<file path="config.mk">
export PLATFORM = sky130hd
export DESIGN_NAME = mfu_cell
export DESIGN_NICKNAME = d
export VERILOG_FILES = /design/src/rtl/mfu_pkg.sv /design/src/rtl/mfu_cell.sv
export SDC_FILE = /design/constraint.sdc
export NUM_CORES = 1
export LEC_CHECK = 0
export ABC_AREA = 1
export BUFFER_PORTS_ARGS = -buffer_cell sky130_fd_sc_hd__buf_2
export CAP_MARGIN = 20
export CORE_AREA = 4 4 206 208
export CTS_BUF_LIST = sky130_fd_sc_hd__clkbuf_8
export DETAILED_ROUTE_END_ITERATION = 6
export DIE_AREA = 0 0 210 212
export PLACE_DENSITY = 0.49
export SLEW_MARGIN = 40
export SYNTH_ARGS = -nofsm -noshare
export SYNTH_HDL_FRONTEND = slang
export SYNTH_SLANG_ARGS = --single-unit
</file>
<file path="constraint.sdc">
create_clock -name clock -period 3 [get_ports clock]
set_input_delay 0.15 -clock clock [delete_from_list [all_inputs] [get_ports clock]]
set_output_delay 0.15 -clock clock [all_outputs]
set_load 0.01 [all_outputs]
</file>
<file path="src/rtl/mfu_pkg.sv">
`timescale 1ns / 1ps
`default_nettype none
// ----------------------------------------------------------------------------
// MFU cache package
// Word types, table entry type and the probe record that walks the cell chain.
// ----------------------------------------------------------------------------
package mfu_pkg;

   localparam int DEFAULT_ENTRIES = 16;
   localparam int POS_W           = 8;     // holds a cell position up to 255
   localparam int CAP_W           = 5;
   localparam logic [CAP_W-1:0] CAP_RESET = 5'd16;
   localparam logic [15:0] COUNT_MAX = 16'hFFFF;
   localparam logic [15:0] COUNT_ONE = 16'd1;

   localparam logic CMD_GET = 1'b0;
   localparam logic CMD_PUT = 1'b1;

   typedef struct packed {
      logic               cmd;
      logic signed [31:0] key;
      logic signed [31:0] value;
   } req_type;

   typedef struct packed {
      logic               hit;
      logic signed [31:0] read_value;
      logic               evicted;
      logic signed [31:0] evicted_key;
   } rsp_type;

   typedef struct packed {
      logic               valid;
      logic signed [31:0] key;
      logic signed [31:0] value;
      logic [15:0]        count;
   } entry_type;

   typedef struct packed {
      logic               cmd;
      logic signed [31:0] key;
      logic signed [31:0] value;
      logic               hit;
      logic [POS_W-1:0]   hit_pos;
      logic signed [31:0] hit_value;
      logic [15:0]        hit_count;
      logic               best_valid;
      logic [POS_W-1:0]   best_pos;
      logic [15:0]        best_count;
      logic signed [31:0] best_key;
   } probe_type;

   typedef struct packed {
      logic             enable;
      logic [POS_W-1:0] target;
   } update_type;

endpackage
`default_nettype wire

</file>
<file path="src/rtl/mfu_cell.sv">
`timescale 1ns / 1ps
`default_nettype none
// ----------------------------------------------------------------------------
// MFU cache cell
// One table entry at a fixed recency position, plus one stage of the probe.
// ----------------------------------------------------------------------------
module mfu_cell #(
   parameter int IDX = 0
) (
   input  wire logic                clock,
   input  wire logic                reset,
   input  wire mfu_pkg::entry_type  prev_entry,
   input  wire mfu_pkg::update_type upd,
   input  wire mfu_pkg::probe_type  probe_in,
   output      mfu_pkg::entry_type  entry_out,
   output      mfu_pkg::probe_type  probe_out
);
   import mfu_pkg::*;

   localparam logic [POS_W-1:0] MY_POS = POS_W'(IDX);

   entry_type entry_ff, entry_in;
   probe_type probe_ff, probe_in_nx;

   always_comb begin
      probe_in_nx = probe_in;
      if (entry_ff.valid && entry_ff.key == probe_in.key) begin
         probe_in_nx.hit       = 1'b1;
         probe_in_nx.hit_pos   = MY_POS;
         probe_in_nx.hit_value = entry_ff.value;
         probe_in_nx.hit_count = entry_ff.count;
      end
      // Later positions are older, so ties go to the later cell.
      if (entry_ff.valid && (!probe_in.best_valid || entry_ff.count >= probe_in.best_count))
      begin
         probe_in_nx.best_valid = 1'b1;
         probe_in_nx.best_pos   = MY_POS;
         probe_in_nx.best_count = entry_ff.count;
         probe_in_nx.best_key   = entry_ff.key;
      end
   end

   always_comb begin
      entry_in = entry_ff;
      if (upd.enable && MY_POS <= upd.target) begin
         entry_in = prev_entry;
      end
   end

   always_ff @(posedge clock) begin
      if (reset) begin
         entry_ff <= '0;
      end else begin
         entry_ff <= entry_in;
      end
   end

   always_ff @(posedge clock) begin
      probe_ff <= probe_in_nx;
   end

   assign entry_out = entry_ff;
   assign probe_out = probe_ff;

endmodule
`default_nettype wire

</file>
* Word level (Yosys, flattened, before mapping)
Cells that the tools add are included.
Cells by class: mux-type cells 2, $lt $le $gt $ge 2, reductions and logical operators 5, equal/unequal tests 1
Operator list (count):
- $mux 48 | 2
- $eq 32x32->1 | 1
- $ge 16x16->1 | 1
- $le 1x8->1 const A | 1
- $logic_and 1x1->1 | 3
- $logic_not 1->1 | 1
- $logic_or 1x1->1 | 1
Storage, ports and cells: input port bits 271, output and inout port bits 260, logic and storage cells 25, bits in registers 260

* Longest topological paths before layout
depth after elaboration 4, mapped depth 15, gate-level depth less buffers 14

* Worst setup path after synthesis
No wires, ideal clock.
kind flip-flop to flip-flop, from register entry_ff (netlist bit entry_out[15]), to register probe_ff (netlist bit probe_out[31]), slack 1.300 ns, path buffers 2, period minus slack after synthesis 1.700 ns, stages on the path, launching flop included 10, data arrival time 1.587 ns, data required time 2.887 ns, library setup time 0.113 ns, cell sequence dfxtp_1 > ha_1 > a211oi_1 > nand2_1 > nor2_1 > nand2_1 > buf_2 > buf_4 > nand3_1 > nand2_1
RTL lines:
- start, declared | RTL line mfu_cell.sv:22 | entry_type entry_ff, entry_in;
- start signal, assigned | RTL line mfu_cell.sv:54 | entry_ff <= entry_in;
- end signal, assigned | RTL line mfu_cell.sv:59 | probe_ff <= probe_in_nx;
- end, declared | RTL line mfu_cell.sv:23 | probe_type probe_ff, probe_in_nx;

==> impl_metrics.env <==
export IMPL_cp_arrival_ns=2.85
export IMPL_synth_area_top_cells="dfxtp_1, nand2_1, nand3_1, inv_1, a21oi_1"
export IMPL_finalCritPeriodShare_pct=77.69
export IMPL_maxSlewHeadroom_pct=49.86
export IMPL_path_clk_slew_ns=0.06
export IMPL_drv_slew=0
export IMPL_numCtsBuffers=49
export IMPL_post_cts_buffers=0
export IMPL_fin_tns_setup_ns=0
export IMPL_rr_worst_depth=13
export IMPL_worst_ep_required_time_ns=3.52
export IMPL_start_util_pct=22.17
export IMPL_synth_avg_cell_area_um2=8.035
export IMPL_ioPinCount=531
export IMPL_power_density_nw_per_um2=538.1
export IMPL_start_kind="flop"
export IMPL_avgViaCountPerCell=4.163
export IMPL_antenna_found_initial=1
export IMPL_die_x_um=210
export IMPL_globalplace_congestion=0.8148
export IMPL_wl_mm=40.30
export IMPL_fmax_mhz=429.0
export IMPL_layout_cells_most_common="buf_2"
export IMPL_die_h_um=212
export IMPL_fin_crit_ns=2.331
export IMPL_synthesis_nets=1406
export IMPL_cts_sinks=260
export IMPL_area_growth_pct=74.59
export IMPL_io_buffers=522
export IMPL_skew_ns=0.03378
export IMPL_synth_seq_cells=260
export IMPL_reg2reg_from="entry_out[0]$_SDFFE_PP0P_"
export IMPL_postSynthCellCount=1119
export IMPL_cts_tree="yes"
export IMPL_worst_setup_path_type="reg -> reg"
export IMPL_synthAdderAreaFrac_pct=2.227
export IMPL_synth_xor_area_share_pct=0.4871
export IMPL_cp_end_kind="flop"
export IMPL_cts_max_level=2
export IMPL_grt_pass1_vias=10790
export IMPL_yosysWarnings=0
export IMPL_gr_total_overflow=0
export IMPL_drc=0
export IMPL_critPathLaunch="entry_out[0]$_SDFFE_PP0P_"
export IMPL_wl_per_cell_um=16.28
export IMPL_grt_util_all_layers_pct=17.09
export IMPL_worstPathMaxFanout=48
export IMPL_clk_insertion_delay_late_ns=0.60
export IMPL_worst_pin_slew_ns=0.7521
export IMPL_setup_viol=0
export IMPL_synth_area_um2=8991
export IMPL_ir_drop_mv=0.3080
export IMPL_vias=10300
export IMPL_synthMuxAreaShare_pct=0
export IMPL_grt_setup_unrepaired="false"
export IMPL_die_area_um2=44520
export IMPL_synth_compound_area_share_pct=5.956
export IMPL_endpoint="probe_out[2]$_DFF_P_"
export IMPL_num_rows=74
export IMPL_synth_largest_area_cell="dfxtp_1"
export IMPL_core_um2=40550
export IMPL_final_setup_worst_slack_ns=0.6692
export IMPL_grt_first_pass_wirelength_mm=59.84
export IMPL_nets=2197
export IMPL_timing_rr_end="probe_out[2]$_DFF_P_"
export IMPL_status="complete, no violations"
export IMPL_mostFrequentLayoutCells="buf_2, nand2_1, dlygate4sd3_1"
export IMPL_place_ws_ns=0.6413
export IMPL_cap_violations=0
export IMPL_place_hpwl_mm=27.63
export IMPL_synth_simple_area_share_pct=26.15
export IMPL_min_path_type="in -> reg"
export IMPL_dr_first_iter_drc_count=428
export IMPL_ctsResizeCount=0
export IMPL_synth_yosys_seq_area_share_pct=57.89
export IMPL_hold_path_depth=2
export IMPL_rrSetupSlack_ns=0.67
export IMPL_drive_above_1_share_pct=32.23
export IMPL_synth_top_cell_area_share_pct=57.89
export IMPL_ant_nets=0
export IMPL_drt_first_pass_iters=5
export IMPL_cellLeakagePower_nw=8.172
export IMPL_finalHoldViolCount=0
export IMPL_synth_distinct_cells=26
export IMPL_synth_top_family_by_area="simple AND/OR/NAND/NOR gates"
export IMPL_cts_root_buf="clkbuf_8"
export IMPL_clock_path_buffers=3
export IMPL_grt_max_degree=82
-- layout make-up --
type,instances,area (um2)
diodes,1,2.502
clock buffers,58,798.3
clock inverters,25,160.2
fillers,4128,24860
inverters,102,385.4
multi-input cells,700,3146
flip-flops and latches,260,5206
well taps,532,665.6
repair buffers,797,5334
-- metrics by stage --
step           instance area (um2)  instances  util, %  hold slack [ns]  power [W]
2_1_floorplan                 8991       1119        -           0.1777   0.004263
3_3_place_gp                 12130       2131    29.91           0.2526   0.004814
3_5_place_dp                 12130       2131    29.92           0.2541   0.004824
4_1_cts                      15700       2474    38.70          0.03605   0.008552
5_1_grt                      15700       2475    38.71          0.07138   0.008870
6_report                     15700       2475    38.71          0.08638   0.008447
-- cells in the mapped netlist --
library cell / instances
clkbuf_1: 28
xnor2_1: 3
or2_0: 1
nor2_2: 2
nand3_2: 1
nor2_1: 70
buf_2: 17
buf_1: 4
o21a_1: 1
inv_1: 87
buf_4: 6
nor3_1: 1
buf_6: 2
nor3_2: 1
o21bai_1: 1
dfxtp_1: 260
nand3_1: 97
xor2_1: 2
a21oi_1: 58
nand2_1: 412
o21ai_1: 1
nand4_1: 2
a211oi_1: 28
ha_1: 16
inv_2: 15
o21ai_0: 3
-- what timing repair did --
action                                  4_1_cts  5_1_grt
endpoints found under the hold margin       260        0
endpoints found under the setup margin        0        0
hold buffers                                260        0
-- flip-flops by register name, indices dropped and copies added, names as in the netlist --
| name | cells |
|---|---|
| entry_out | 81 |
| probe_out | 179 |
-- power breakdown --
part	switching [W]	internal, W	total, W
Sequential	0.000113	0.00367	0.00378
Clock	0.00151	0.00191	0.00342
Combinational	0.000626	0.000619	0.00124
-- cell families (layout without fill, tap and decap cells) --
family | after synthesis | count (layout)
other | 0 | 1
DFF | 260 | 260
and+or+nand+nor | 587 | 587
xor gates and xnor gates | 5 | 5
AOI/OAI and AO/OA | 92 | 92
adders and majority gates | 16 | 16
buffers and inverters | 159 | 982
-- per-layer routing --
| metal | wire (um) | up-vias | GRT usage (%) |
|---|---|---|---|
| met2 | 19850 | 423 | 30.20 |
| met1 | 16280 | 4714 | 19.94 |
| met4 | 1370 | 0 | 6.548 |
| met5 | 0 | - | 0 |
| met3 | 2799 | 91 | 4.441 |
| li1 | - | 5075 | - |
-- how the worst min path moves through the flow --
| stage | end | from |
|---|---|---|
| 3_3_place_gp | probe_out[142]$_DFF_P_ | probe_in[142] |
| 6_report | entry_out[26]$_SDFFE_PP0P_ | reset |
| 3_5_place_dp | probe_out[142]$_DFF_P_ | probe_in[142] |
| 4_1_cts | entry_out[3]$_SDFFE_PP0P_ | reset |
| 5_1_grt | entry_out[1]$_SDFFE_PP0P_ | reset |
| 2_1_floorplan | probe_out[114]$_DFF_P_ | probe_in[114] |
-- critical path: stages, from the launching register on --
cell and delay (ns):
dfxtp_1 0.44, inv_1 0.09, ha_1 0.28, nand2_1 0.07, nor2_1 0.09, nor2_1 0.04
nand2_1 0.10, nand2_1 0.06, nand2_1 0.06, nand2_1 0.06, nand2_2 0.08, buf_4 0.55
nand3_1 0.20, nand2_1 0.12
Power figures use the tool's default switching activity.
